**src/trar_pkg.sv**
```systemverilog
// ----------------------------------------------------------------------------
// trar_pkg - shared types and constants for the true range average ratio core
// Field widths, fixed-point scaling, register map, sequencer states and the
// request/response bundles of the shared divider.
// ----------------------------------------------------------------------------
`default_nettype none

package trar_pkg;

  // Fixed-point layout
  localparam int unsigned PriceWidth    = 32;
  localparam int unsigned RangeFracBits = 16;
  localparam int unsigned RatioFracBits = 24;
  localparam int unsigned AvgWidth      = 48;
  localparam int unsigned PeriodWidth   = 10;
  localparam int unsigned CountWidth    = 11;
  // avg * (period - 1) and the sum with the scaled true range
  localparam int unsigned ProdWidth     = AvgWidth + PeriodWidth;
  localparam int unsigned NumWidth      = ProdWidth + 1;

  // Divider step counts
  localparam int unsigned StepWidth     = $clog2(NumWidth + 1);
  localparam logic [StepWidth-1:0] AvgSteps   = StepWidth'(NumWidth);
  localparam logic [StepWidth-1:0] RatioSteps = StepWidth'(RatioFracBits);

  // Register map: one 32-bit register at byte address 0
  localparam int unsigned AddrWidth     = 3;
  localparam int unsigned DataWidth     = 32;
  localparam logic [0:0]  RegPeriod     = 1'b0;
  localparam logic [PeriodWidth-1:0] PeriodReset = PeriodWidth'(14);

  typedef struct packed {
    logic [PriceWidth-1:0] bar_high;
    logic [PriceWidth-1:0] bar_low;
    logic [PriceWidth-1:0] bar_close;
  } bar_t;

  typedef struct packed {
    logic [RatioFracBits-1:0] range_ratio;
    logic [AvgWidth-1:0]      average_range;
    logic                     ratio_valid;
  } result_t;

  // Divider request: remainder preload, dividend bits (MSB first), divisor
  typedef struct packed {
    logic                 start;
    logic [AvgWidth-1:0]  rem_init;
    logic [NumWidth-1:0]  dividend;
    logic [AvgWidth-1:0]  divisor;
    logic [StepWidth-1:0] steps;
  } div_req_t;

  typedef struct packed {
    logic                done;
    logic [AvgWidth-1:0] quotient;
  } div_rsp_t;

  typedef enum logic [3:0] {
    StIdle,
    StTrHl,
    StTrHp,
    StTrLp,
    StMul,
    StAdd,
    StDivAvg,
    StRatio,
    StDivRatio,
    StDone
  } state_e;

endpackage : trar_pkg

`default_nettype wire

```
**src/trar_div.sv**
```systemverilog
// ----------------------------------------------------------------------------
// trar_div - shared restoring divider, one quotient bit per cycle
// Remainder is preloaded, dividend bits shift in MSB first; the low AvgWidth
// quotient bits are kept. done pulses in the cycle after the last step.
// ----------------------------------------------------------------------------
`default_nettype none

module trar_div
  import trar_pkg::*;
(
  input  wire logic     clk_i,
  input  wire logic     rst_ni,
  input  wire div_req_t req_i,
  output div_rsp_t      rsp_o
);

  logic                 busy_q, busy_d;
  logic                 done_q, done_d;
  logic [StepWidth-1:0] cnt_q, cnt_d;
  logic [AvgWidth-1:0]  rem_q, rem_d;
  logic [NumWidth-1:0]  dvd_q, dvd_d;
  logic [AvgWidth-1:0]  den_q, den_d;
  logic [AvgWidth-1:0]  quot_q, quot_d;

  logic [AvgWidth:0]    trial;
  logic [AvgWidth:0]    diff;
  logic                 fits;

  // One trial subtraction per cycle
  assign trial = {rem_q, dvd_q[NumWidth-1]};
  assign diff  = trial - {1'b0, den_q};
  assign fits  = trial >= {1'b0, den_q};

  always_comb begin
    busy_d = busy_q;
    cnt_d  = cnt_q;
    rem_d  = rem_q;
    dvd_d  = dvd_q;
    den_d  = den_q;
    quot_d = quot_q;
    done_d = busy_q && (cnt_q == StepWidth'(1));
    if (req_i.start) begin
      busy_d = 1'b1;
      cnt_d  = req_i.steps;
      rem_d  = req_i.rem_init;
      dvd_d  = req_i.dividend;
      den_d  = req_i.divisor;
      quot_d = '0;
    end else if (busy_q) begin
      // remainder stays below the divisor, so it fits AvgWidth bits
      rem_d  = fits ? diff[AvgWidth-1:0] : trial[AvgWidth-1:0];
      quot_d = {quot_q[AvgWidth-2:0], fits};
      dvd_d  = {dvd_q[NumWidth-2:0], 1'b0};
      cnt_d  = cnt_q - StepWidth'(1);
      if (cnt_q == StepWidth'(1)) begin
        busy_d = 1'b0;
      end
    end
  end

  // Control state
  always_ff @(posedge clk_i or negedge rst_ni) begin
    if (!rst_ni) begin
      busy_q <= 1'b0;
      done_q <= 1'b0;
      cnt_q  <= '0;
    end else begin
      busy_q <= busy_d;
      done_q <= done_d;
      cnt_q  <= cnt_d;
    end
  end

  // Datapath
  always_ff @(posedge clk_i) begin
    rem_q  <= rem_d;
    dvd_q  <= dvd_d;
    den_q  <= den_d;
    quot_q <= quot_d;
  end

  assign rsp_o.done     = done_q;
  assign rsp_o.quotient = quot_q;

endmodule : trar_div

`default_nettype wire

```
**src/true_range_average_ratio_core.sv**
```systemverilog
// ----------------------------------------------------------------------------
// true_range_average_ratio_core - Wilder average true range over close
// Per bar: true range, cumulative mean then Wilder smoothing of the range,
// and the average over the close as a saturated Q0.24 fraction.
// ----------------------------------------------------------------------------
// Sequence: a bar runs through the true-range steps, the multiply and the add, the
//   average division in the shared divider, then the ratio division; the ratio
//   division is skipped when the ratio saturates or the close is zero, and the
//   first bar after reset goes straight to the result.
// Flow: one bar at a time; in_ready_o is high only when idle.
// Reset: asynchronous, active low; clears history and sets the period to 14.
`default_nettype none

module true_range_average_ratio_core
  import trar_pkg::*;
(
  input  wire logic                 clk_i,
  input  wire logic                 rst_ni,
  // input bars
  input  wire logic                 in_valid_i,
  output logic                      in_ready_o,
  input  wire bar_t                 in_data_i,
  // results
  output logic                      out_valid_o,
  input  wire logic                 out_ready_i,
  output result_t                   out_data_o,
  // configuration
  input  wire logic                 psel,
  input  wire logic                 penable,
  input  wire logic                 pwrite,
  input  wire logic [AddrWidth-1:0] paddr,
  input  wire logic [DataWidth-1:0] pwdata,
  output logic [DataWidth-1:0]      prdata,
  output logic                      pready
);

  state_e                   state_q, state_d;
  logic [PeriodWidth-1:0]   period_q;
  logic [CountWidth-1:0]    bars_q, bars_d;
  logic [PriceWidth-1:0]    prev_q, prev_d;
  logic [AvgWidth-1:0]      avg_q, avg_d;
  logic                     out_valid_q, out_valid_d;
  result_t                  out_q, out_d;

  bar_t                     bar_q, bar_d;
  logic [PriceWidth-1:0]    tr_q, tr_d;
  logic [ProdWidth-1:0]     prod_q, prod_d;
  logic [RatioFracBits-1:0] ratio_q, ratio_d;
  logic                     rvalid_q, rvalid_d;

  logic                     in_fire;
  logic                     out_free;
  logic                     cfg_wr;

  logic [PeriodWidth-1:0]   per_eff;
  logic [CountWidth-1:0]    div_n;
  logic [PeriodWidth-1:0]   div_nm1;
  logic [AvgWidth-1:0]      tr_scaled;
  logic [AvgWidth-1:0]      close_den;

  logic [PriceWidth-1:0]    opa, opb;
  logic                     op_ge;
  logic [PriceWidth-1:0]    op_abs;

  div_req_t                 div_req;
  div_rsp_t                 div_rsp;

  // Handshakes
  assign in_ready_o = (state_q == StIdle);
  assign in_fire    = in_valid_i && in_ready_o;
  assign out_free   = !out_valid_q || out_ready_i;

  // Configuration port
  assign pready = 1'b1;
  assign cfg_wr = psel && penable && pwrite && (paddr[AddrWidth-1:2] == RegPeriod);
  assign prdata = (paddr[AddrWidth-1:2] == RegPeriod) ?
                  DataWidth'(period_q) : '0;

  always_ff @(posedge clk_i or negedge rst_ni) begin
    if (!rst_ni) begin
      period_q <= PeriodReset;
    end else if (cfg_wr) begin
      period_q <= pwdata[PeriodWidth-1:0];
    end
  end

  // Divisor: bar count while averaging up, then the period (zero acts as one)
  assign per_eff   = (period_q == '0) ? PeriodWidth'(1) : period_q;
  assign div_n     = (bars_q <= {1'b0, per_eff}) ? bars_q : {1'b0, per_eff};
  assign div_nm1   = div_n[PeriodWidth-1:0] - PeriodWidth'(1);
  assign tr_scaled = {tr_q, {RangeFracBits{1'b0}}};
  assign close_den = {bar_q.bar_close, {RangeFracBits{1'b0}}};

  // Shared absolute-difference unit for the three range terms
  always_comb begin
    case (state_q)
      StTrHl:  begin opa = bar_q.bar_high; opb = bar_q.bar_low; end
      StTrHp:  begin opa = bar_q.bar_high; opb = prev_q;        end
      default: begin opa = bar_q.bar_low;  opb = prev_q;        end
    endcase
  end
  assign op_ge  = opa >= opb;
  assign op_abs = op_ge ? (opa - opb) : (opb - opa);

  // Next state
  always_comb begin
    state_d = state_q;
    unique case (state_q)
      StIdle: begin
        if (in_fire) begin
          state_d = (bars_q == '0) ? StDone : StTrHl;
        end
      end
      StTrHl:   state_d = StTrHp;
      StTrHp:   state_d = StTrLp;
      StTrLp:   state_d = StMul;
      StMul:    state_d = StAdd;
      StAdd:    state_d = StDivAvg;
      StDivAvg: begin
        if (div_rsp.done) begin
          state_d = StRatio;
        end
      end
      StRatio: begin
        if (bar_q.bar_close != '0 && avg_q < close_den) begin
          state_d = StDivRatio;
        end else begin
          state_d = StDone;
        end
      end
      StDivRatio: begin
        if (div_rsp.done) begin
          state_d = StDone;
        end
      end
      StDone: begin
        if (out_free) begin
          state_d = StIdle;
        end
      end
      default: state_d = StIdle;
    endcase
  end

  // Datapath and outputs
  always_comb begin
    bar_d       = bar_q;
    tr_d        = tr_q;
    prod_d      = prod_q;
    ratio_d     = ratio_q;
    rvalid_d    = rvalid_q;
    bars_d      = bars_q;
    prev_d      = prev_q;
    avg_d       = avg_q;
    out_d       = out_q;
    out_valid_d = out_valid_q && !out_ready_i;
    div_req     = '0;
    unique case (state_q) inside
      StIdle: begin
        if (in_fire) begin
          bar_d    = in_data_i;
          ratio_d  = '0;
          rvalid_d = 1'b0;
          if (bars_q == '0) begin
            bars_d = CountWidth'(1);
          end
        end
      end
      StTrHl: begin
        // high below low counts as zero
        tr_d = op_ge ? op_abs : '0;
      end
      StTrHp, StTrLp: begin
        if (op_abs > tr_q) begin
          tr_d = op_abs;
        end
      end
      StMul: begin
        prod_d = ProdWidth'(avg_q) * ProdWidth'(div_nm1);
      end
      StAdd: begin
        div_req.start    = 1'b1;
        div_req.rem_init = '0;
        div_req.dividend = NumWidth'(prod_q) + NumWidth'(tr_scaled);
        div_req.divisor  = AvgWidth'(div_n);
        div_req.steps    = AvgSteps;
      end
      StDivAvg: begin
        if (div_rsp.done) begin
          avg_d = div_rsp.quotient;
          if (bars_q <= {1'b0, per_eff}) begin
            bars_d = bars_q + CountWidth'(1);
          end
        end
      end
      StRatio: begin
        if (bar_q.bar_close != '0) begin
          rvalid_d = 1'b1;
          if (avg_q >= close_den) begin
            ratio_d = {RatioFracBits{1'b1}};
          end else begin
            div_req.start    = 1'b1;
            div_req.rem_init = avg_q;
            div_req.dividend = '0;
            div_req.divisor  = close_den;
            div_req.steps    = RatioSteps;
          end
        end
      end
      StDivRatio: begin
        if (div_rsp.done) begin
          ratio_d = div_rsp.quotient[RatioFracBits-1:0];
        end
      end
      StDone: begin
        if (out_free) begin
          out_valid_d         = 1'b1;
          out_d.range_ratio   = ratio_q;
          out_d.average_range = avg_q;
          out_d.ratio_valid   = rvalid_q;
          prev_d              = bar_q.bar_close;
        end
      end
      default: ;
    endcase
  end

  // Control and history state
  always_ff @(posedge clk_i or negedge rst_ni) begin
    if (!rst_ni) begin
      state_q     <= StIdle;
      bars_q      <= '0;
      prev_q      <= '0;
      avg_q       <= '0;
      out_valid_q <= 1'b0;
    end else begin
      state_q     <= state_d;
      bars_q      <= bars_d;
      prev_q      <= prev_d;
      avg_q       <= avg_d;
      out_valid_q <= out_valid_d;
    end
  end

  // Payload registers
  always_ff @(posedge clk_i) begin
    bar_q    <= bar_d;
    tr_q     <= tr_d;
    prod_q   <= prod_d;
    ratio_q  <= ratio_d;
    rvalid_q <= rvalid_d;
    out_q    <= out_d;
  end

  trar_div u_div (
    .clk_i  (clk_i),
    .rst_ni (rst_ni),
    .req_i  (div_req),
    .rsp_o  (div_rsp)
  );

  assign out_valid_o = out_valid_q;
  assign out_data_o  = out_q;

endmodule : true_range_average_ratio_core

`default_nettype wire

```
**config.mk**
```make
export PLATFORM = sky130hd
export DESIGN_NAME = true_range_average_ratio_core
export DESIGN_NICKNAME = d
export VERILOG_FILES = /design/src/trar_pkg.sv /design/src/trar_div.sv /design/src/true_range_average_ratio_core.sv
export SDC_FILE = /design/constraint.sdc
export NUM_CORES = 2
export LEC_CHECK = 0
export BUFFER_PORTS_ARGS = -buffer_cell sky130_fd_sc_hd__buf_2
export CORE_MARGIN = 5
export CORE_UTILIZATION = 55
export DETAILED_ROUTE_END_ITERATION = 10
export PLACE_DENSITY = 0.76
export SLEW_MARGIN = 20
export SYNTH_ARGS = -nofsm -noshare
export SYNTH_HDL_FRONTEND = slang
export SYNTH_SLANG_ARGS = --single-unit
```
**constraint.sdc**
```tcl
create_clock -name clk_i -period 9.1 [get_ports clk_i]
set_input_delay 0 -clock clk_i [delete_from_list [all_inputs] [get_ports clk_i]]
set_output_delay 0 -clock clk_i [all_outputs]
set_load 0.05 [all_outputs]
```
==> qor.csv <==
metric,value,unit
start_util,55.5,%
avgSynthCellArea,9.77,µm²
grtUsageTotal,28.0,%
rsz0062_at_grt,true,
cts_root_buffer,clkbuf_16,
worst_slack,0.328,ns
finalSetupViolCount,0,
final_layout_size_suffix_gt1_share,10.5,%
grt_antenna_before_repair,5,
clkPwrFrac,40.2,%
synth_edf_count,434,
insertion_delay,0.68,ns
post-dp-hpwl,95600,µm
ys_warn_count,0,
hold_viol_final,0,
maxCapViolCount,0,
cp-end-kind,register,
stdcell_area,54200,µm²
yosysTopAreaCellShare,27.0,%
cts_buffer_depth,3,
r2r_cells,35,
max_freq,114,MHz
overflow,0,
r2r_slack,0.33,ns
grt_pass1_wl,209000,µm
cp_common_cell,fa_1,
final_max_slew_viol_count,0,
critical_path_class,register to register,
post-route-util,62.4,%
ir_worst_vdd,189,µV
ant_nets,0,
crit_path_start_kind,register,
cpMaxStageDelayCell,dfstp_2,
die_height,306,µm
r2r_start,period_q[1],
period_share,96.4,%
finClkSkew,0.0736,ns
combPwrFrac,17.9,%
share_seq_of_total_power,41.8,%
finalNetCount,5958,
io_buffers,198,
grt_max_degree,88,
synth_common_cells,"inv_1, nand2_1, edfxtp_1, fa_1, ha_1",
pre_cts_ws,0.0123,ns
status,completed,
postSynth.asyncResetShare,19.1,%
synth_cells,4938,
dr.pass1.iters,7,
io_pins,246,
yosysUniqueCellTypes,100,
worstPathArrival,9.17,ns
slew_headroom,31.5,%
core,86900,µm²
cp_data_required_time,9.50,ns
worstMarginPinSlew,1.03,ns
rr_endpoint,prod_q[52],
h-tree-depth,3,
min_period,8.77,ns
drtIter0Drc,3313,
swShare,29.3,%
cpPeakStageDelay,0.59,ns
synth_area,48300,µm²
synth_top_area_cell,edfxtp_1,
drt_wl_total,133000,µm
tritoncts,done,
p_sw,2.19,mW
grt_pass1_vias,37500,
synth_area_leaders,"edfxtp_1, fa_1, ha_1",
placed_area,50300,µm²
power_density,138,nW/µm²
wl_per_cell,20.9,µm
crit_path_max_fanout,6,
die_area,93800,µm²
rows,108,
die_w,306,µm
internal_power,5.29,mW
cts.sinks,596,
yosysSeqAreaShare,34.9,%
synthFlopType,edfxtp_1,
static-leakage-power,25.2,nW
via_per_inst,5.77,
cts_buffers,69,
synth.most_common_cell,inv_1,
area_growth,12.3,%
vias,36700,
drcViolationCount,0,
p_total,7.47,mW
ys_seq_elements,596,
crit_path_end,prod_q[52],
cp-startpoint,period_q[1],
holdCritPathClass,input pin to register,
gp_congestion,0.937,
clkSlewWorstSetupHoldPaths,0.07,ns
==> cell families (layout without fill, tap and decap cells) <==
logic type | after synthesis | after routing | share of synthesized area [%]
compound gates | 882 | 882 | 11.7
xor+xnor | 181 | 181 | 3.28
fa+ha+maj | 680 | 680 | 23.4
buf+inv | 961 | 1198 | 7.81
flops | 596 | 596 | 34.9
mux | 204 | 204 | 4.43
other cells | 2 | 29 | 0.0156
simple gates | 1432 | 1432 | 14.4
==> cell usage in the layout, fill, tap and decap left out, drive strengths merged, types with 55 or more instances in the layout <==
cell type,netlist,layout
inv,684,688
nand2,518,518
edfxtp,434,434
fa,370,370
ha,310,310
buf,65,275
and2,267,267
nor2,263,263
a21oi,233,233
o21ai,229,229
a21o,145,145
mux2i,140,140
dfrtp,111,111
dlygate4sd3,0,110
xnor2,102,102
clkbuf,211,84
xor2,79,79
nand2b,75,75
mux2,64,64
nor2b,64,64
nand3,60,60
nand4,55,55
==> registers in the layout, summed over array words and instances (netlist names) <==
register      flops
period_q         10
out_valid_o       1
state_q           4
u_div.rem_q      48
u_div.den_q      43
ratio_q          24
u_div.done_q      1
out_data_o       73
u_div.busy_q      1
u_div.quot_q     48
tr_q             32
u_div.dvd_q      59
prod_q           58
rvalid_q          1
bar_q            96
u_div.cnt_q       6
bars_q           11
avg_q            48
prev_q           32
==> worst min-delay path by stage <==
stage	start	endpoint	slack, ns	depth (start not counted)
after floorplan	rst_ni	avg_q[0]	-0.30	0
after global placement	rst_ni	avg_q[28]	0.09	1
after detailed placement	rst_ni	avg_q[28]	0.08	1
after CTS	in_data_i[61]	bar_q[61]	0.03	2
after global routing	in_data_i[82]	bar_q[82]	0.05	2
final	in_data_i[7]	bar_q[7]	0.06	2
==> power by group through the flow <==
stage          logic (mW)  clock network, mW  registers, mW
2_1_floorplan       0.841                  0           3.15
3_3_place_gp         1.19                  0           3.17
3_5_place_dp         1.21                  0           3.17
4_1_cts              1.26               3.03           3.12
5_1_grt              1.44               3.16           3.14
6_report             1.34               3.01           3.13
==> repair_timing <==
| action | 4_1_cts | 5_1_grt |
|---|---|---|
| pin swaps | 0 | 6 |
| setup buffers | 0 | 7 |
| resized for setup | 3 | 43 |
| endpoints found under the hold margin | 182 | 0 |
| endpoints found under the setup margin | 2 | 24 |
| hold buffers | 111 | 0 |
==> critical path: cells and delay by family, from the launching register on <==
| family | cells | cell delay, ns |
|---|---|---|
| AND/OR/NAND/NOR | 3 | 0.42 |
| flip-flops | 1 | 0.59 |
| XOR/XNOR | 2 | 0.32 |
| adder cells (fa/ha/maj) | 8 | 3.31 |
| buffers and inverters | 4 | 0.22 |
| multiplexers | 1 | 0.38 |
| AO/OA/AOI/OAI | 17 | 3.23 |
==> stage by stage <==
| step | hold WS (ns) | std cells | setup TNS [ns] |
|---|---|---|---|
| after CTS | 0.0255 | 6344 | 0 |
| after global placement | 0.0883 | 6105 | 0 |
| after floorplan | -0.296 | 4960 | 0 |
| after global routing | 0.0461 | 6353 | -0.119 |
| final | 0.0559 | 6357 | 0 |
| after detailed placement | 0.0845 | 6105 | 0 |
==> layout make-up <==
class / instances / area [µm²]
timing repair buffer: 385 / 2810
fill: 6865 / 32700
clock inverter: 44 / 622
clock buffer: 84 / 1860
sequential: 596 / 16900
tap: 1155 / 1450
multi-input combinational: 3403 / 28000
antenna: 5 / 12.5
inverter: 685 / 2570
==> routing by layer <==
metal  share of wire [%]  GRT usage [%]  vias to the layer above
met1                  40           37.3                    17800
met4                 5.1           11.9                        2
li1                    -              -                    16800
met2                  46           44.9                     1640
met3                 8.9           5.74                      373
met5              0.0075              0                        -
(Power assumes the default switching activity.)
